File: src/rss_pkg.sv
// shared types, codes and reset values of the robot safety supervisor
`timescale 1ns / 1ps

package rss_pkg;

  localparam int CFG_IDX_W  = 3;
  localparam int CFG_DATA_W = 16;

  // configuration register indexes
  localparam logic [CFG_IDX_W-1:0] CFG_STALE_WARN = 3'd0;
  localparam logic [CFG_IDX_W-1:0] CFG_STALE_SAFE = 3'd1;
  localparam logic [CFG_IDX_W-1:0] CFG_TEMP_LIMIT = 3'd2;
  localparam logic [CFG_IDX_W-1:0] CFG_VOLT_LOW   = 3'd3;
  localparam logic [CFG_IDX_W-1:0] CFG_VOLT_VALID = 3'd4;
  localparam logic [CFG_IDX_W-1:0] CFG_STREAK     = 3'd5;

  // register reset values
  localparam logic [15:0] STALE_WARN_RST  = 16'd200;
  localparam logic [15:0] STALE_SAFE_RST  = 16'd1000;
  localparam logic [10:0] TEMP_LIMIT_RST  = 11'd700;
  localparam logic [14:0] VOLT_LOW_RST    = 15'd10000;
  localparam logic [14:0] VOLT_VALID_RST  = 15'd100;
  localparam logic [7:0]  STREAK_RST      = 8'd3;

  localparam logic [7:0]  STREAK_MAX      = 8'hFF;

  // sticky fault events
  localparam logic [1:0] EVT_NONE     = 2'd0;
  localparam logic [1:0] EVT_CHECKSUM = 2'd1;
  localparam logic [1:0] EVT_TARGET   = 2'd2;

  typedef enum logic [1:0] {
    MODE_REST  = 2'd0,
    MODE_TRACK = 2'd1,
    MODE_KEEP  = 2'd2,
    MODE_CALIB = 2'd3
  } mode_t;

  typedef enum logic [1:0] {
    ACT_NONE  = 2'd0,
    ACT_APPLY = 2'd1,
    ACT_HOLD  = 2'd2
  } action_t;

  typedef enum logic [2:0] {
    FAULT_CLEAR    = 3'd0,
    FAULT_POSTURE  = 3'd1,
    FAULT_TEMP     = 3'd2,
    FAULT_VOLT     = 3'd3,
    FAULT_STALE    = 3'd4,
    FAULT_CHECKSUM = 3'd5,
    FAULT_TARGET   = 3'd6
  } fault_t;

  typedef struct packed {
    logic [31:0] now_ms;
    logic        cmd_arrived;
    logic [2:0]  requested_mode;
    logic        attitude_ok;
    logic [10:0] hottest_temp;
    logic [14:0] bus_voltage_mv;
    logic [1:0]  sticky_event;
    logic        target_valid;
  } in_item_t;

  typedef struct packed {
    mode_t   drive_mode;
    logic    torque_active;
    logic    torque_on_pulse;
    logic    torque_off_pulse;
    action_t joint_action;
    fault_t  fault_status;
    logic    cmd_fresh;
    logic    in_safe_state;
    logic    calibrating;
  } out_item_t;

  typedef struct packed {
    mode_t       current_mode;
    logic        torque_on;
    fault_t      fault_held;
    logic [31:0] last_command_time;
    logic        fresh_flag;
    logic [7:0]  temp_streak;
    logic [7:0]  volt_streak;
  } state_t;

  typedef struct packed {
    logic [15:0] age_warn_ms;
    logic [15:0] age_safe_ms;
    logic [10:0] temp_limit;
    logic [14:0] volt_low_mv;
    logic [14:0] volt_valid_mv;
    logic [7:0]  streak_needed;
  } cfg_t;

endpackage

File: src/rss_if.sv
// valid/ready channels for control ticks and supervisor results
`timescale 1ns / 1ps

interface rss_in_if;
  logic        valid;
  logic        ready;
  logic [31:0] now_ms;
  logic        cmd_arrived;
  logic [2:0]  requested_mode;
  logic        attitude_ok;
  logic [10:0] hottest_temp;
  logic [14:0] bus_voltage_mv;
  logic [1:0]  sticky_event;
  logic        target_valid;

  modport source (
    output valid, now_ms, cmd_arrived, requested_mode, attitude_ok,
           hottest_temp, bus_voltage_mv, sticky_event, target_valid,
    input  ready
  );
  modport sink (
    input  valid, now_ms, cmd_arrived, requested_mode, attitude_ok,
           hottest_temp, bus_voltage_mv, sticky_event, target_valid,
    output ready
  );
endinterface

interface rss_out_if;
  logic       valid;
  logic       ready;
  logic [1:0] drive_mode;
  logic       torque_active;
  logic       torque_on_pulse;
  logic       torque_off_pulse;
  logic [1:0] joint_action;
  logic [2:0] fault_status;
  logic       cmd_fresh;
  logic       in_safe_state;
  logic       calibrating;

  modport source (
    output valid, drive_mode, torque_active, torque_on_pulse, torque_off_pulse,
           joint_action, fault_status, cmd_fresh, in_safe_state, calibrating,
    input  ready
  );
  modport sink (
    input  valid, drive_mode, torque_active, torque_on_pulse, torque_off_pulse,
           joint_action, fault_status, cmd_fresh, in_safe_state, calibrating,
    output ready
  );
endinterface

File: src/rss_step.sv
// one control tick: staleness, fault priority, streaks and mode dispatch
`timescale 1ns / 1ps

module rss_step (
  input  rss_pkg::cfg_t      cfg,
  input  rss_pkg::state_t    st,
  input  rss_pkg::in_item_t  item,
  output rss_pkg::state_t    st_nxt,
  output rss_pkg::out_item_t res
);
  import rss_pkg::*;

  mode_t       mode_arr;
  mode_t       mode_eff;
  fault_t      held_evt;
  fault_t      trans_fault;
  logic [31:0] lct;
  logic [31:0] age;
  logic        warn;
  logic        safe;
  logic        fresh;
  logic        temp_over;
  logic [7:0]  temp_inc;
  logic        temp_fault;
  logic        volt_cnt;
  logic [7:0]  volt_inc;
  logic        volt_fault;
  logic        torque;
  action_t     action;

  always_comb begin
    // command intake
    if (item.cmd_arrived) begin
      lct      = item.now_ms;
      mode_arr = item.requested_mode[2] ? MODE_REST : mode_t'(item.requested_mode[1:0]);
    end else begin
      lct      = st.last_command_time;
      mode_arr = st.current_mode;
    end

    priority if (item.sticky_event == EVT_CHECKSUM) begin
      held_evt = FAULT_CHECKSUM;
    end else if (item.sticky_event == EVT_TARGET) begin
      held_evt = FAULT_TARGET;
    end else begin
      held_evt = st.fault_held;
    end

    // age wraps modulo 2^32
    age   = item.now_ms - lct;
    warn  = age > {16'd0, cfg.age_warn_ms};
    safe  = age > {16'd0, cfg.age_safe_ms};
    fresh = (item.cmd_arrived || st.fresh_flag) && !warn;

    temp_over  = item.hottest_temp > cfg.temp_limit;
    temp_inc   = (st.temp_streak == STREAK_MAX) ? st.temp_streak : st.temp_streak + 8'd1;
    temp_fault = temp_over && (temp_inc >= cfg.streak_needed);

    // voltage only counts when temperature did not already raise a fault
    volt_cnt   = !temp_fault && (item.bus_voltage_mv > cfg.volt_valid_mv)
                 && (item.bus_voltage_mv < cfg.volt_low_mv);
    volt_inc   = (st.volt_streak == STREAK_MAX) ? st.volt_streak : st.volt_streak + 8'd1;
    volt_fault = volt_cnt && (volt_inc >= cfg.streak_needed);

    priority if (temp_fault) begin
      trans_fault = FAULT_TEMP;
    end else if (volt_fault) begin
      trans_fault = FAULT_VOLT;
    end else if (warn) begin
      trans_fault = FAULT_STALE;
    end else begin
      trans_fault = FAULT_CLEAR;
    end

    st_nxt                   = st;
    st_nxt.last_command_time = lct;
    st_nxt.fresh_flag        = fresh;

    if (!item.attitude_ok) begin
      // posture trip keeps the streaks
      mode_eff          = MODE_REST;
      st_nxt.fault_held = FAULT_POSTURE;
    end else begin
      mode_eff           = safe ? MODE_REST : mode_arr;
      st_nxt.temp_streak = temp_over ? temp_inc : 8'd0;
      st_nxt.volt_streak = volt_cnt ? volt_inc : 8'd0;
      if ((held_evt == FAULT_CHECKSUM || held_evt == FAULT_TARGET)
          && trans_fault == FAULT_CLEAR) begin
        st_nxt.fault_held = held_evt;
      end else begin
        st_nxt.fault_held = trans_fault;
      end
    end

    unique case (mode_eff)
      MODE_TRACK: begin
        torque = 1'b1;
        action = item.target_valid ? ACT_APPLY : ACT_HOLD;
      end
      MODE_KEEP: begin
        torque = 1'b1;
        action = ACT_HOLD;
      end
      MODE_REST, MODE_CALIB: begin
        torque = 1'b0;
        action = ACT_NONE;
      end
      default: begin
        torque = 1'b0;
        action = ACT_NONE;
      end
    endcase

    st_nxt.current_mode = mode_eff;
    st_nxt.torque_on    = torque;

    res.drive_mode       = mode_eff;
    res.torque_active    = torque;
    res.torque_on_pulse  = !st.torque_on && torque;
    res.torque_off_pulse = st.torque_on && !torque;
    res.joint_action     = action;
    res.fault_status     = st_nxt.fault_held;
    res.cmd_fresh        = fresh;
    res.in_safe_state    = !item.attitude_ok;
    res.calibrating      = mode_eff == MODE_CALIB;
  end

endmodule

File: src/robot_safety_supervisor_core.sv
// robot safety supervisor top level: channels, registers and tick state
`timescale 1ns / 1ps

// Robot safety supervisor. Each input transaction is one control tick; it yields exactly
// one result transaction. A tick is taken into an input register, evaluated against the
// supervisor state in a single pass, and its result lands in an output register when that
// register is free or being emptied. One tick is accepted every cycle as long
// as the result side keeps taking results; the state update of one tick is complete before
// the next tick is evaluated. Configuration writes take effect at the next clock edge and
// are meant to be made while no tick is in flight. No clearing pass after reset.
module robot_safety_supervisor_core (
  input  logic                              clk,
  input  logic                              rst_n,
  input  logic                              cfg_we,
  input  logic [rss_pkg::CFG_IDX_W-1:0]     cfg_index,
  input  logic [rss_pkg::CFG_DATA_W-1:0]    cfg_wdata,
  rss_in_if.sink                            in_item,
  rss_out_if.source                         out_item
);
  import rss_pkg::*;

  cfg_t      cfg_r;
  state_t    st_r;
  state_t    st_nxt;
  in_item_t  in_data_r;
  logic      in_valid_r;
  out_item_t out_data_r;
  out_item_t res;
  logic      out_valid_r;
  logic      advance;

  assign advance       = in_valid_r && (!out_valid_r || out_item.ready);
  // no transaction is taken while reset is held
  assign in_item.ready = rst_n && (!in_valid_r || advance);

  always_ff @(posedge clk) begin
    if (!rst_n) begin
      in_valid_r <= 1'b0;
    end else if (in_item.ready) begin
      in_valid_r <= in_item.valid;
    end
  end

  always_ff @(posedge clk) begin
    if (in_item.valid && in_item.ready) begin
      in_data_r.now_ms         <= in_item.now_ms;
      in_data_r.cmd_arrived    <= in_item.cmd_arrived;
      in_data_r.requested_mode <= in_item.requested_mode;
      in_data_r.attitude_ok    <= in_item.attitude_ok;
      in_data_r.hottest_temp   <= in_item.hottest_temp;
      in_data_r.bus_voltage_mv <= in_item.bus_voltage_mv;
      in_data_r.sticky_event   <= in_item.sticky_event;
      in_data_r.target_valid   <= in_item.target_valid;
    end
  end

  rss_step u_step (
    .cfg    (cfg_r),
    .st     (st_r),
    .item   (in_data_r),
    .st_nxt (st_nxt),
    .res    (res)
  );

  always_ff @(posedge clk) begin
    if (!rst_n) begin
      st_r.current_mode      <= MODE_REST;
      st_r.torque_on         <= 1'b0;
      st_r.fault_held        <= FAULT_CLEAR;
      st_r.last_command_time <= 32'd0;
      st_r.fresh_flag        <= 1'b0;
      st_r.temp_streak       <= 8'd0;
      st_r.volt_streak       <= 8'd0;
    end else if (advance) begin
      st_r <= st_nxt;
    end
  end

  always_ff @(posedge clk) begin
    if (!rst_n) begin
      out_valid_r <= 1'b0;
    end else if (!out_valid_r || out_item.ready) begin
      out_valid_r <= in_valid_r;
    end
  end

  always_ff @(posedge clk) begin
    if (advance) begin
      out_data_r <= res;
    end
  end

  always_ff @(posedge clk) begin
    if (!rst_n) begin
      cfg_r.age_warn_ms   <= STALE_WARN_RST;
      cfg_r.age_safe_ms   <= STALE_SAFE_RST;
      cfg_r.temp_limit    <= TEMP_LIMIT_RST;
      cfg_r.volt_low_mv   <= VOLT_LOW_RST;
      cfg_r.volt_valid_mv <= VOLT_VALID_RST;
      cfg_r.streak_needed <= STREAK_RST;
    end else if (cfg_we) begin
      unique case (cfg_index)
        CFG_STALE_WARN: cfg_r.age_warn_ms   <= cfg_wdata;
        CFG_STALE_SAFE: cfg_r.age_safe_ms   <= cfg_wdata;
        CFG_TEMP_LIMIT: cfg_r.temp_limit    <= cfg_wdata[10:0];
        CFG_VOLT_LOW:   cfg_r.volt_low_mv   <= cfg_wdata[14:0];
        CFG_VOLT_VALID: cfg_r.volt_valid_mv <= cfg_wdata[14:0];
        CFG_STREAK:     cfg_r.streak_needed <= cfg_wdata[7:0];
        default: begin
          // unused indexes are dropped
        end
      endcase
    end
  end

  assign out_item.valid            = out_valid_r;
  assign out_item.drive_mode       = out_data_r.drive_mode;
  assign out_item.torque_active    = out_data_r.torque_active;
  assign out_item.torque_on_pulse  = out_data_r.torque_on_pulse;
  assign out_item.torque_off_pulse = out_data_r.torque_off_pulse;
  assign out_item.joint_action     = out_data_r.joint_action;
  assign out_item.fault_status     = out_data_r.fault_status;
  assign out_item.cmd_fresh        = out_data_r.cmd_fresh;
  assign out_item.in_safe_state    = out_data_r.in_safe_state;
  assign out_item.calibrating      = out_data_r.calibrating;

endmodule

File: src/flat_wrapper.sv
// flat-port wrapper written by rule: the top's interface ports become plain ports
module robot_safety_supervisor_core_flat import rss_pkg::*;
  (clk, rst_n, cfg_we, cfg_index, cfg_wdata, in_item_valid, in_item_now_ms, in_item_cmd_arrived, in_item_requested_mode, in_item_attitude_ok, in_item_hottest_temp, in_item_bus_voltage_mv, in_item_sticky_event, in_item_target_valid, in_item_ready, out_item_valid, out_item_drive_mode, out_item_torque_active, out_item_torque_on_pulse, out_item_torque_off_pulse, out_item_joint_action, out_item_fault_status, out_item_cmd_fresh, out_item_in_safe_state, out_item_calibrating, out_item_ready);
  rss_in_if in_item_i ();
  rss_out_if out_item_i ();
  input  logic clk;
  input  logic rst_n;
  input  logic cfg_we;
  input  logic [rss_pkg::CFG_IDX_W-1:0] cfg_index;
  input  logic [rss_pkg::CFG_DATA_W-1:0] cfg_wdata;
  input wire logic [$bits(in_item_i.valid)-1:0] in_item_valid;
  input wire logic [$bits(in_item_i.now_ms)-1:0] in_item_now_ms;
  input wire logic [$bits(in_item_i.cmd_arrived)-1:0] in_item_cmd_arrived;
  input wire logic [$bits(in_item_i.requested_mode)-1:0] in_item_requested_mode;
  input wire logic [$bits(in_item_i.attitude_ok)-1:0] in_item_attitude_ok;
  input wire logic [$bits(in_item_i.hottest_temp)-1:0] in_item_hottest_temp;
  input wire logic [$bits(in_item_i.bus_voltage_mv)-1:0] in_item_bus_voltage_mv;
  input wire logic [$bits(in_item_i.sticky_event)-1:0] in_item_sticky_event;
  input wire logic [$bits(in_item_i.target_valid)-1:0] in_item_target_valid;
  output wire logic [$bits(in_item_i.ready)-1:0] in_item_ready;
  output wire logic [$bits(out_item_i.valid)-1:0] out_item_valid;
  output wire logic [$bits(out_item_i.drive_mode)-1:0] out_item_drive_mode;
  output wire logic [$bits(out_item_i.torque_active)-1:0] out_item_torque_active;
  output wire logic [$bits(out_item_i.torque_on_pulse)-1:0] out_item_torque_on_pulse;
  output wire logic [$bits(out_item_i.torque_off_pulse)-1:0] out_item_torque_off_pulse;
  output wire logic [$bits(out_item_i.joint_action)-1:0] out_item_joint_action;
  output wire logic [$bits(out_item_i.fault_status)-1:0] out_item_fault_status;
  output wire logic [$bits(out_item_i.cmd_fresh)-1:0] out_item_cmd_fresh;
  output wire logic [$bits(out_item_i.in_safe_state)-1:0] out_item_in_safe_state;
  output wire logic [$bits(out_item_i.calibrating)-1:0] out_item_calibrating;
  input wire logic [$bits(out_item_i.ready)-1:0] out_item_ready;
  assign in_item_i.valid = in_item_valid;
  assign in_item_i.now_ms = in_item_now_ms;
  assign in_item_i.cmd_arrived = in_item_cmd_arrived;
  assign in_item_i.requested_mode = in_item_requested_mode;
  assign in_item_i.attitude_ok = in_item_attitude_ok;
  assign in_item_i.hottest_temp = in_item_hottest_temp;
  assign in_item_i.bus_voltage_mv = in_item_bus_voltage_mv;
  assign in_item_i.sticky_event = in_item_sticky_event;
  assign in_item_i.target_valid = in_item_target_valid;
  assign in_item_ready = in_item_i.ready;
  assign out_item_valid = out_item_i.valid;
  assign out_item_drive_mode = out_item_i.drive_mode;
  assign out_item_torque_active = out_item_i.torque_active;
  assign out_item_torque_on_pulse = out_item_i.torque_on_pulse;
  assign out_item_torque_off_pulse = out_item_i.torque_off_pulse;
  assign out_item_joint_action = out_item_i.joint_action;
  assign out_item_fault_status = out_item_i.fault_status;
  assign out_item_cmd_fresh = out_item_i.cmd_fresh;
  assign out_item_in_safe_state = out_item_i.in_safe_state;
  assign out_item_calibrating = out_item_i.calibrating;
  assign out_item_i.ready = out_item_ready;
  robot_safety_supervisor_core u_core (.clk(clk), .rst_n(rst_n), .cfg_we(cfg_we), .cfg_index(cfg_index), .cfg_wdata(cfg_wdata), .in_item(in_item_i), .out_item(out_item_i));
endmodule
File: config.mk
export PLATFORM = sky130hd
export DESIGN_NAME = robot_safety_supervisor_core_flat
export DESIGN_NICKNAME = d
export VERILOG_FILES = /design/src/rss_pkg.sv /design/src/rss_if.sv /design/src/rss_step.sv /design/src/robot_safety_supervisor_core.sv /design/src/flat_wrapper.sv
export SDC_FILE = /design/constraint.sdc
export NUM_CORES = 1
export LEC_CHECK = 0
export BUFFER_PORTS_ARGS = -buffer_cell sky130_fd_sc_hd__buf_2
export CAP_MARGIN = 10
export CORE_ASPECT_RATIO = 0.75
export CORE_MARGIN = 5
export CORE_UTILIZATION = 47
export CTS_BUF_LIST = sky130_fd_sc_hd__clkbuf_2
export CTS_CLUSTER_SIZE = 24
export DETAILED_ROUTE_END_ITERATION = 12
export PLACE_DENSITY_LB_ADDON = 0.25
export SYNTH_ARGS = -nofsm -noshare
export SYNTH_HDL_FRONTEND = slang
export SYNTH_SLANG_ARGS = --single-unit
File: constraint.sdc
create_clock -name clk -period 6.08 [get_ports clk]
set_input_delay 0.608 -clock clk [delete_from_list [all_inputs] [get_ports clk]]
set_output_delay 0.608 -clock clk [all_outputs]
set_load 0.03 [all_outputs]
==> impl_summary.txt, run 1 <==
----------------------------------------------------
[Outcome]
  Status ... completed

[Pwr]
  Power per cell area ... 227 mW/mm2
  Max VDD drop ... 102 uV
  Leak pwr ... 5.90 nW

[Route]
  Count of TritonRoute iterations in the first routing pass ... 5
  Starting DRT DRC Count ... 697
  Met2 wire length ... 13.3 mm
  Number of antenna-violating nets in the routed design ... 0
  DR WL/cell ... 16.3 um
  DR DRC count ... 0
  WL final ... 31.7 mm
  Uppermost layer routed ... met4
  Total number of vias ... 10500
  Met1 Wirelength ... 15.4 mm
  Routed wl met3 ... 2.18 mm
  Via count normalized by instance count ... 5.37

[Placed design]
  Routability cong. ... 0.921
  Half-perimeter wire length after placement ... 22.0 mm
  Port Buffers ... 104
  Standard cell area after detailed placement ... 0.0130 mm2

[Yosys]
  Share of the synthesized area in compound gates (AO/OA/AOI/OAI) ... 0.184
  Area fraction in and, or, nand and nor cells after synthesis ... 0.163
  Share of Yosys cell area claimed by the top area cell type ... 0.227
  Yosys cell types ... 70
  Net count of the mapped netlist ... 1567
  Number of warnings issued by yosys ... 0
  Gate Count Post-Synth ... 1350
  Netlist Area Pre-Place ... 0.0122 mm2
  Post-synthesis adder-cell area fraction ... 0.131
  Number of enable flip-flop cells after synthesis ... 79
  Post-synthesis async set-or-reset flop share ... 0
  Dominant cells by area after synthesis ... dfxtp_1, edfxtp_1, ha_1
  Top cell type by total area after synthesis ... dfxtp_1
  Syn avg cell area ... 9.03 um2
  Register area share after synthesis ... 0.421
  Post-synthesis sequential element count ... 217
  Xor/xnor share of the synthesized area ... 0.0230
  Top_reg_cell synth ... dfxtp_1
  Mux cell area share after synthesis ... 0.0324
  Main combinational cell family by area after synthesis ... compound AO/OA/AOI/OAI gates

[Worst setup path]
  Kind of end point of the critical path ... register
  Critical path class ... register to register
  Reg2reg setup slack ... 0.57 ns
  Required arrival time at the worst endpoint ... 6.69 ns
  Reg-to-reg critical path endpoint ... u_core.out_item.torque_off_pulse
  Worst r2r path cells ... 22
  Startpoint of the worst-slack reg-to-reg timing path ... u_core.in_data_r[33]
  Maximum net fanout on the critical path ... 7
  Worst endpoint data arrival time ... 6.12 ns
  Startpoint kind of the worst setup timing path ... register

[STA]
  Final critical path time including I/O delays and setup ... 5.51 ns
  Worst hold margin ... 0.236 ns
  Final Skew ... 0.0585 ns
  Number of max-slew violations in the final report ... 0
  Measured slew at the worst slew-check pin ... 1.14 ns
  Highest attainable clock frequency ... 0.181 GHz
  Worst relative slew slack ... 0.236
  Hold Fails Final Rpt ... 0
  Setup TNS ... 0 ns
  RSZ-0062 raised after global routing ... false
  Fraction of the cycle the final worst path needs ... 0.907
  Final setup fails ... 0

[Die]
  Count of boundary I/O pins ... 105
  Overall die area ... 0.0293 mm2
  Die Y ... 150 um
  Die W ... 196 um
  Placement Rows ... 51
  Core area ... 0.0258 mm2
  Effective utilization at floorplan ... 0.473

[Global route]
  Antenna violations before repair ... 1
  Overflow left after global routing ... 0
  First-pass GRT wire length ... 51.5 mm
  All-Layer GR Usage ... 0.216
  Vias in the first global route ... 10100
  Maximum number of pins on one net before global-route repair ... 80

[Final layout]
  P&R area growth vs syn ... 18.0%
  Most frequent cells in the layout ... nand2_1, a21oi_1, dfxtp_1, ha_1, buf_2
  Final layout net count ... 1772
  Most common library cell in the layout ignoring fill and taps ... nand2_1
  Share of layout cells above drive strength 1 ... 0.142
  Post-route cell area ... 0.0144 mm2

[Min path]
  Hold endpoint ... u_core.cfg_r[23]
  Source of the worst hold timing path ... cfg_index[1]
  Worst min-delay path category ... input pin to register
  Hold Crit Depth ... 5

[Run]
  Max Cap Viol ... 0

[Clocking]
  Number of buffers inserted during clock tree synthesis ... 55
  Maximum buffer depth of the clock tree ... 3
  TritonCTS clock tree ... done
  Cell at the root of the clock tree ... clkbuf_2
  CTS H-Tree Depth ... 2
  Clock transition time at the flip-flop clock pins of the worst setup and hold paths ... 0.11 ns
  Clock Latency Late Sink ... 0.89 ns
  Clock net sink count ... 217

----------------------------------------------------
==> cell usage after synthesis (12+ instances only) <==
| master | number |
|---|---|
| o21a_1 | 12 |
| nand2_1 | 213 |
| dfxtp_1 | 138 |
| nand4_1 | 19 |
| a21o_1 | 23 |
| nand3_1 | 33 |
| inv_1 | 100 |
| and2_1 | 13 |
| a21oi_1 | 139 |
| xnor2_1 | 23 |
| nand2b_1 | 14 |
| nor3_1 | 14 |
| clkbuf_1 | 41 |
| edfxtp_1 | 79 |
| nor2b_1 | 16 |
| a211oi_1 | 40 |
| o211ai_1 | 30 |
| ha_1 | 126 |
| mux2i_1 | 35 |
| o21ai_0 | 39 |
| nor2_1 | 80 |
==> repair_timing <==
item | in CTS | in global routing
resized for setup | 0 | 1
endpoints found under the hold margin | 122 | 0
buffers inserted | 0 | 0
hold buffers | 84 | 0
endpoints found under the setup margin | 0 | 6
==> where the power goes <==
part           leakage, nW  total [mW]  internal, mW  switching (mW)
sequential            1.87        1.59          1.56          0.0282
clock                0.396       0.992         0.369           0.624
combinational         3.63       0.683         0.279           0.404
total                 5.90        3.26          2.21            1.06
==> worst max path at each step <==
stage / startpoint / end / slack (ns)
2_1_floorplan: u_core.in_data_r[33] / u_core.out_item.torque_off_pulse / 0.64
6_report: u_core.in_data_r[33] / u_core.out_item.torque_off_pulse / 0.57
3_3_place_gp: u_core.in_data_r[33] / u_core.out_item.torque_off_pulse / 0.53
4_1_cts: u_core.in_data_r[33] / u_core.out_item.torque_off_pulse / 0.34
5_1_grt: u_core.in_data_r[33] / u_core.out_item.torque_off_pulse / 0.02
3_5_place_dp: u_core.in_data_r[33] / u_core.out_item.torque_off_pulse / 0.45
==> registers in the layout (all words and copies together), names as in the netlist, 2 cells and up <==
signal	count
u_core.st_r	55
u_core.in_data_r	66
u_core.out_item.drive_mode	2
u_core.cfg_r	81
u_core.out_item.fault_status	3
u_core.out_item.joint_action	2
==> logic make-up (layout without fill, tap and decap cells) <==
group	count (synthesis)	in the layout
simple gates	438	438
buf+inv	149	400
xor+xnor	32	32
fa+ha+maj	127	127
compound gates	348	348
other cells	0	2
flops	217	217
mux	39	39
==> worst max-delay path, cell delays in order (launching register included) <==
cell	delay [ns]
edfxtp_1	0.60
mux2i_1	0.36
ha_1	0.31
and2_1	0.20
a221oi_2	0.33
and2_1	0.23
o21ai_0	0.14
a21o_1	0.20
a21oi_1	0.16
xnor2_1	0.17
ha_1	0.29
a21oi_1	0.15
nor2b_1	0.06
o21ai_0	0.15
nand2b_1	0.08
a211oi_1	0.22
o21ai_0	0.12
a21oi_1	0.15
o21a_1	0.26
nor4b_2	0.39
and2_1	0.24
ha_1	0.28
and2_1	0.17
==> layer usage <==
metal	vias up	track usage
met2	277	0.320
met5	-	0
met1	4841	0.301
met3	63	0.0587
met4	0	0.0816
li1	5273	-
==> layout make-up <==
| class | count | area [um2] |
|---|---|---|
| Inverter | 100 | 377 |
| Multi-Input combinational cell | 984 | 6520 |
| Sequential cell | 217 | 5130 |
| Clock inverter | 20 | 81.3 |
| Timing Repair Buffer | 197 | 1430 |
| Tap cell | 344 | 430 |
| Clock buffer | 83 | 415 |
| Antenna cell | 2 | 5.00 |
| Fill cell | 2392 | 11400 |
==> metrics by stage <==
| step | power, mW | worst slack, ns | cells | utilization |
|---|---|---|---|---|
| after floorplan | 2.06 | 0.641 | 1350 | - |
| after global placement | 2.24 | 0.529 | 1757 | 0.506 |
| after detailed placement | 2.25 | 0.452 | 1757 | 0.506 |
| after CTS | 3.31 | 0.339 | 1944 | 0.557 |
| after global routing | 3.47 | 0.0160 | 1947 | 0.558 |
| final | 3.26 | 0.567 | 1947 | 0.558 |
(Power assumes the default switching activity.)
==> run 2, diff against run 1 <==
==> constraint.sdc (replaced) <==
create_clock -name clk -period 6.08 [get_ports clk]
set_input_delay 0.912 -clock clk [delete_from_list [all_inputs] [get_ports clk]]
set_output_delay 0.912 -clock clk [all_outputs]
set_load 0.03 [all_outputs]
==> run 2 against run 1 <==
Net effect:
- maximum frequency decreased by 0.32%
- count of clock-buffer cells in the layout unchanged
- via count decreased by 4.0%
==> impl_summary.txt, run 2 (same netlist as run 1, synthesis figures left out) <==
----------------------------------------------------
[Outcome]
  Status ... completed

[Final layout]
  Core utilization of the finished layout ... 0.526 (-0.0326)
  Max reg flops ... 81 (unchanged)
  Most common library cell in the layout ignoring fill and taps ... nand2_1
  Register with the most flip-flops ... u_core.cfg_r
  Share of layout cells above drive strength 1 ... 0.150 (+0.00789)
  Most frequent cells in the layout ... nand2_1, a21oi_1, dfxtp_1, ha_1, buf_2
  Final layout net count ... 1688 (-4.7%)
  Post-route cell area ... 0.0135 mm2 (-5.8%)
  P&R area growth vs syn ... 11.1%
  Largest registers in the final layout ... u_core.cfg_r x81, u_core.in_data_r x66, u_core.st_r x55

[STA]
  Setup TNS ... 0 ns (unchanged)
  Highest attainable clock frequency ... 0.181 GHz (-0.32%)
  Final setup fails ... 0 (unchanged)
  RSZ-0062 raised after global routing ... false
  Worst relative slew slack ... 0.209 (-0.0267)
  Hold Fails Final Rpt ... 0 (unchanged)
  Fraction of the cycle the final worst path needs ... 0.910 (+0.00287)
  Final critical path time including I/O delays and setup ... 5.53 ns (+0.0174 ns)
  Final Skew ... 0.0660 ns (+0.00751 ns)
  Measured slew at the worst slew-check pin ... 1.18 ns (+0.0399 ns)
  Number of max-slew violations in the final report ... 0 (unchanged)

[Die]
  Placement Rows ... 51 (unchanged)
  Overall die area ... 0.0293 mm2 (unchanged)
  Count of boundary I/O pins ... 105 (unchanged)
  Die W ... 196 um (unchanged)
  Die Y ... 150 um (unchanged)
  Effective utilization at floorplan ... 0.473 (unchanged)
  Core area ... 0.0258 mm2 (unchanged)

[Min path]
  Source of the worst hold timing path ... in_item_hottest_temp[2]
  Hold endpoint ... u_core.in_data_r[20]
  Hold Crit Depth ... 1 (-4)
  Worst min-delay path category ... input pin to register

[Worst setup path]
  Startpoint kind of the worst setup timing path ... register
  Maximum net fanout on the critical path ... 7 (unchanged)
  Reg-to-reg critical path endpoint ... u_core.out_item.torque_off_pulse
  Reg2reg setup slack ... 0.55 ns (-0.02 ns)
  Worst endpoint data arrival time ... 6.14 ns (+0.02 ns)
  Critical path class ... register to register
  Required arrival time at the worst endpoint ... 6.69 ns (about the same)
  Worst r2r path cells ... 22 (unchanged)
  Kind of end point of the critical path ... register
  Startpoint of the worst-slack reg-to-reg timing path ... u_core.in_data_r[33]

[Clocking]
  # Post-CTS Setup Buffers ... 0 (unchanged)
  Clock Latency Late Sink ... 0.90 ns (about the same)
  Number of buffers inserted during clock tree synthesis ... 55 (unchanged)
  Maximum buffer depth of the clock tree ... 3 (unchanged)
  Hold Buf Count CTS ... 0 (-100%)
  Clock transition time at the flip-flop clock pins of the worst setup and hold paths ... 0.12 ns (about the same)
  Quantity of gates resized following cts ... 0 (unchanged)
  Cell at the root of the clock tree ... clkbuf_2
  CTS H-Tree Depth ... 2 (unchanged)
  Clock net sink count ... 217 (unchanged)
  TritonCTS clock tree ... done

[Global route]
  Vias in the first global route ... 9663 (-4.2%)
  Maximum number of pins on one net before global-route repair ... 80 (unchanged)
  Overflow left after global routing ... 0 (unchanged)
  First-pass GRT wire length ... 49.7 mm (-3.4%)
  Antenna violations before repair ... 1 (unchanged)
  All-Layer GR Usage ... 0.209 (-0.00709)

[Pwr]
  Max VDD drop ... 107 uV (+4.8%)
  Clock power frac ... 0.308 (+0.004)
  Portion of total power attributed to combinational logic ... 0.199 (-0.010)
  Int Power ... 2.17 mW (-1.6%)
  Leak pwr ... 5.55 nW (-5.9%)
  Power share of the sequential group ... 0.493 (+0.006)
  Net switching power figure ... 1.05 mW (-0.78%)
  Power per cell area ... 238 mW/mm2 (+4.8%)
  Fraction of power spent switching nets ... 0.325 (+0.00179)

[Route]
  Via count normalized by instance count ... 5.39 (+0.33%)
  DR DRC count ... 0 (unchanged)
  WL final ... 30.9 mm (-2.5%)
  Number of antenna-violating nets in the routed design ... 0 (unchanged)
  Starting DRT DRC Count ... 717 (+2.9%)
  DR WL/cell ... 16.6 um (+1.9%)
  Count of TritonRoute iterations in the first routing pass ... 5 (unchanged)
  Total number of vias ... 10000 (-4.0%)

[Run]
  Max Cap Viol ... 0 (unchanged)

[Placed design]
  Routability cong. ... 0.921 (unchanged)
  Standard cell area after detailed placement ... 0.0130 mm2 (unchanged)
  Half-perimeter wire length after placement ... 22.0 mm (unchanged)
  Port Buffers ... 104 (unchanged)

----------------------------------------------------
-- run 2: through the flow --
step | cells | total power, mW | hold slack (ns) | setup slack [ns]
floorplan | 1350 | 2.06 | 0.432 | 0.641
global placement | 1757 | 2.24 | 0.441 | 0.529
detailed placement | 1757 | 2.25 | 0.446 | 0.452
CTS | 1860 | 3.26 | 0.0673 | 0.339
global route | 1863 | 3.43 | 0.0908 | 0.0160
finish | 1863 | 3.22 | 0.181 | 0.550
-- run 2: per-layer routing --
layer,global-route usage,routed length (um)
met1,0.299,15200
met2,0.302,12800
met3,0.0560,2090
met4,0.0785,770
met5,0,0
-- run 2: final cells by class --
class | count | area [um2]
Antenna cell | 2 | 5.00
Tap cell | 344 | 430
Clock inverter | 20 | 81.3
Fill cell | 2474 | 12200
Inverter | 100 | 377
Sequential cell | 217 | 5130
Clock buffer | 83 | 415
Timing Repair Buffer | 113 | 588
Multi-Input combinational cell | 984 | 6520
-- run 2: worst max path at each step --
| stage | slack (ns) | start | cells after the start | endpoint |
|---|---|---|---|---|
| 4_1_cts | 0.34 | u_core.in_data_r[33] | 22 | u_core.out_item.torque_off_pulse |
| 3_3_place_gp | 0.53 | u_core.in_data_r[33] | 22 | u_core.out_item.torque_off_pulse |
| 2_1_floorplan | 0.64 | u_core.in_data_r[33] | 24 | u_core.out_item.torque_off_pulse |
| 6_report | 0.55 | u_core.in_data_r[33] | 22 | u_core.out_item.torque_off_pulse |
| 5_1_grt | 0.02 | u_core.in_data_r[33] | 22 | u_core.out_item.torque_off_pulse |
| 3_5_place_dp | 0.45 | u_core.in_data_r[33] | 22 | u_core.out_item.torque_off_pulse |
-- run 2: worst max-delay path, stage by stage (launching register included) --
cell and delay (ns):
edfxtp_1 0.60, mux2i_1 0.35, ha_1 0.31, and2_1 0.20, a221oi_2 0.33, and2_1 0.23
o21ai_0 0.14, a21o_1 0.20, a21oi_1 0.16, xnor2_1 0.17, ha_1 0.29, a21oi_1 0.15
nor2b_1 0.06, o21ai_0 0.15, nand2b_1 0.08, a211oi_1 0.23, o21ai_0 0.12, a21oi_1 0.15
o21a_1 0.27, nor4b_2 0.40, and2_1 0.24, ha_1 0.28, and2_1 0.17
-- run 2: power by group through the flow --
stage          clock network [mW]  logic [mW]  registers, mW
2_1_floorplan                   0       0.441           1.62
3_3_place_gp                    0       0.621           1.62
3_5_place_dp                    0       0.631           1.62
4_1_cts                      1.04       0.636           1.59
5_1_grt                      1.11       0.721           1.59
6_report                    0.992       0.640           1.59
==> run 3, diff against run 2 <==
CTS_BUF_LIST = sky130_fd_sc_hd__clkbuf_16   (was sky130_fd_sc_hd__clkbuf_2)
GPL_ROUTABILITY_DRIVEN = 0   (was default)
==> run 3 against run 2 <==
Net effect:
- first-iteration DRC count grew 6.7%
- register-to-register slack better by 0.08 ns
- largest cell class unchanged
- die area unchanged
- count of clock-buffer cells in the layout fell by 58
==> impl_summary.txt, run 3 (same netlist as run 1, synthesis figures left out) <==
----------------------------------------------------
[Outcome]
  Status ... completed

[Final layout]
  Number of antenna cells inserted ... 0 (-2)
  Share of layout cells above drive strength 1 ... 0.116 (-0.0344)
  Final layout net count ... 1657 (-1.8%)
  Most common library cell in the layout ignoring fill and taps ... nand2_1
  Largest registers in the final layout ... u_core.cfg_r x81, u_core.in_data_r x66, u_core.st_r x55
  Register with the most flip-flops ... u_core.cfg_r
  Most frequent cells in the layout ... nand2_1, a21oi_1, dfxtp_1, ha_1, inv_1
  Final Non-Filler Cells ... 1802 (-3.3%)
  P&R area growth vs syn ... 12.8%
  Core utilization of the finished layout ... 0.534 (+0.00820)
  Post-route cell area ... 0.0138 mm2 (+1.6%)
  Max reg flops ... 81 (unchanged)

[Global route]
  Vias in the first global route ... 9153 (-5.3%)
  Overflow left after global routing ... 0 (unchanged)
  Antenna violations before repair ... 1 (unchanged)
  Maximum number of pins on one net before global-route repair ... 80 (unchanged)
  All-Layer GR Usage ... 0.198 (-0.0109)
  First-pass GRT wire length ... 47.6 mm (-4.3%)

[Placed design]
  Port Buffers ... 104 (unchanged)
  Setup Slack @ Placement ... 0.450 ns (-0.00137 ns)
  Number of placed instances, taps included ... 1757 (unchanged)
  Half-perimeter wire length after placement ... 21.8 mm (-1.3%)
  Standard cell area after detailed placement ... 0.0130 mm2 (unchanged)

[Worst setup path]
  Startpoint kind of the worst setup timing path ... register
  Maximum net fanout on the critical path ... 7 (unchanged)
  Buffers & Inverters on Critical Path ... 0 (unchanged)
  Critical path class ... register to register
  Critical Path, Cell by Cell ... mux2i_1 -> ha_1 -> and2_1 -> a221oi_2 -> and2_1 -> o21ai_0 -> a21o_1 -> a21oi_1 -> xnor2_1 -> ha_1 -> a21oi_1 -> nor2b_1 -> o21ai_0 -> nand2b_1 -> a211oi_1 -> o21ai_0 -> a21oi_1 -> o21a_1 -> nor4b_2 -> and2_1 -> ha_1 -> and2_1
  Worst endpoint data arrival time ... 5.72 ns (-0.42 ns)
  Worst path max stage delay ... 0.58 ns (-0.02 ns)
  Critical-path cell with the highest stage delay ... edfxtp_1
  Required arrival time at the worst endpoint ... 6.35 ns (-0.34 ns)
  Kind of end point of the critical path ... register
  Most frequent cell on the critical path ... and2_1
  Cell family contributing the most delay on the critical path ... compound AO/OA/AOI/OAI gates

[Route]
  Uppermost layer routed ... met4
  WL final ... 30.1 mm (-2.8%)
  Starting DRT DRC Count ... 765 (+6.7%)
  Met2 wire length ... 12.6 mm (-2.0%)
  Via count normalized by instance count ... 5.54 (+2.8%)
  DR DRC count ... 0 (unchanged)
  Number of antenna-violating nets in the routed design ... 0 (unchanged)
  DR WL/cell ... 16.7 um (+0.54%)
  Count of TritonRoute iterations in the first routing pass ... 5 (unchanged)
  Total number of vias ... 9977 (-0.59%)
  Routed wl met3 ... 1.61 mm (-23%)
  Met1 Wirelength ... 15.2 mm (about the same)

[Die]
  Die W ... 196 um (unchanged)
  Core area ... 0.0258 mm2 (unchanged)
  Count of boundary I/O pins ... 105 (unchanged)
  Die Y ... 150 um (unchanged)
  Overall die area ... 0.0293 mm2 (unchanged)
  Placement Rows ... 51 (unchanged)
  Effective utilization at floorplan ... 0.473 (unchanged)

[Clocking]
  Number of buffers inserted during clock tree synthesis ... 24 (-56%)
  # Post-CTS Setup Buffers ... 0 (unchanged)
  TritonCTS clock tree ... done
  Maximum buffer depth of the clock tree ... 3 (unchanged)
  CTS H-Tree Depth ... 1 (-1)
  Hold Buf Count CTS ... 0 (unchanged)
  Cell at the root of the clock tree ... clkbuf_16
  Clock Latency Late Sink ... 0.53 ns (-0.37 ns)
  Clock net sink count ... 217 (unchanged)
  Quantity of gates resized following cts ... 0 (unchanged)
  Clock transition time at the flip-flop clock pins of the worst setup and hold paths ... 0.06 ns (-0.06 ns)

[STA]
  Worst setup margin ... 0.634 ns (+0.0841 ns)
  Measured slew at the worst slew-check pin ... 1.17 ns (-0.00802 ns)
  Final Skew ... 0.0117 ns (-0.0544 ns)
  Worst hold margin ... 0.452 ns (+0.271 ns)
  Worst relative slew slack ... 0.213 (+0.00399)
  Fraction of the cycle the final worst path needs ... 0.896 (-0.0138)
  Setup TNS ... 0 ns (unchanged)
  Number of max-slew violations in the final report ... 0 (unchanged)
  Highest attainable clock frequency ... 0.184 GHz (+1.5%)
  Hold Fails Final Rpt ... 0 (unchanged)
  RSZ-0062 raised after global routing ... false
  Final setup fails ... 0 (unchanged)
  Final critical path time including I/O delays and setup ... 5.45 ns (-0.0841 ns)

[Pwr]
  Net switching power figure ... 1.01 mW (-4.0%)
  Leak pwr ... 5.54 nW (-0.26%)
  Power per cell area ... 258 mW/mm2 (+8.5%)
  Portion of total power attributed to combinational logic ... 0.180 (-0.019)
  Int Power ... 2.54 mW (+17%)
  Clock power frac ... 0.372 (+0.064)
  Power share of the sequential group ... 0.448 (-0.045)
  Fraction of power spent switching nets ... 0.283 (-0.0420)
  Max VDD drop ... 173 uV (+61%)
  Power consumption ... 3.55 mW (+10%)

[Min path]
  Worst min-delay path category ... register to register

[Run]
  Max Cap Viol ... 0 (unchanged)

----------------------------------------------------
[run 3: area by class of cell]
type	count	area (um2)
tap	344	430
multi-input combinational	984	6520
timing repair buffer	113	592
fill	2377	12000
inverter	100	377
clock buffer	25	626
clock inverter	19	83.8
sequential	217	5130
[run 3: worst register-to-register path, delay by kind of cell, from the launching register on]
family                     cells  cell delay (ns)
AOI/OAI and AO/OA             10             1.88
muxes                          1             0.35
and+or+nand+nor                7             1.35
xor gates and xnor gates       1             0.17
DFF                            1             0.58
adders and majority gates      3             0.85
[run 3: worst paths after layout]
path | startpoint | end | slack (ns) | cells after the start
worst max-delay path | u_core.in_data_r[33] | u_core.out_item.torque_off_pulse | 0.63 | 22
worst min register to register | u_core.cfg_r[23] | u_core.cfg_r[23] | 0.45 | 2
worst max register to register | u_core.in_data_r[33] | u_core.out_item.torque_off_pulse | 0.63 | 22
worst min-delay path | u_core.cfg_r[23] | u_core.cfg_r[23] | 0.45 | 2
[run 3: power groups by stage]
stage | Clock [mW] | Sequential, mW | Combinational (mW)
2_1_floorplan | 0 | 1.62 | 0.441
3_3_place_gp | 0 | 1.62 | 0.613
3_5_place_dp | 0 | 1.62 | 0.627
4_1_cts | 1.35 | 1.59 | 0.631
5_1_grt | 1.42 | 1.60 | 0.710
6_report | 1.32 | 1.59 | 0.637
[run 3: routing by layer]
| layer | vias to the layer above | track usage |
|---|---|---|
| met5 | - | 0 |
| met4 | 0 | 0.0447 |
| met3 | 49 | 0.0272 |
| met2 | 227 | 0.300 |
| met1 | 4680 | 0.300 |
| li1 | 5021 | - |
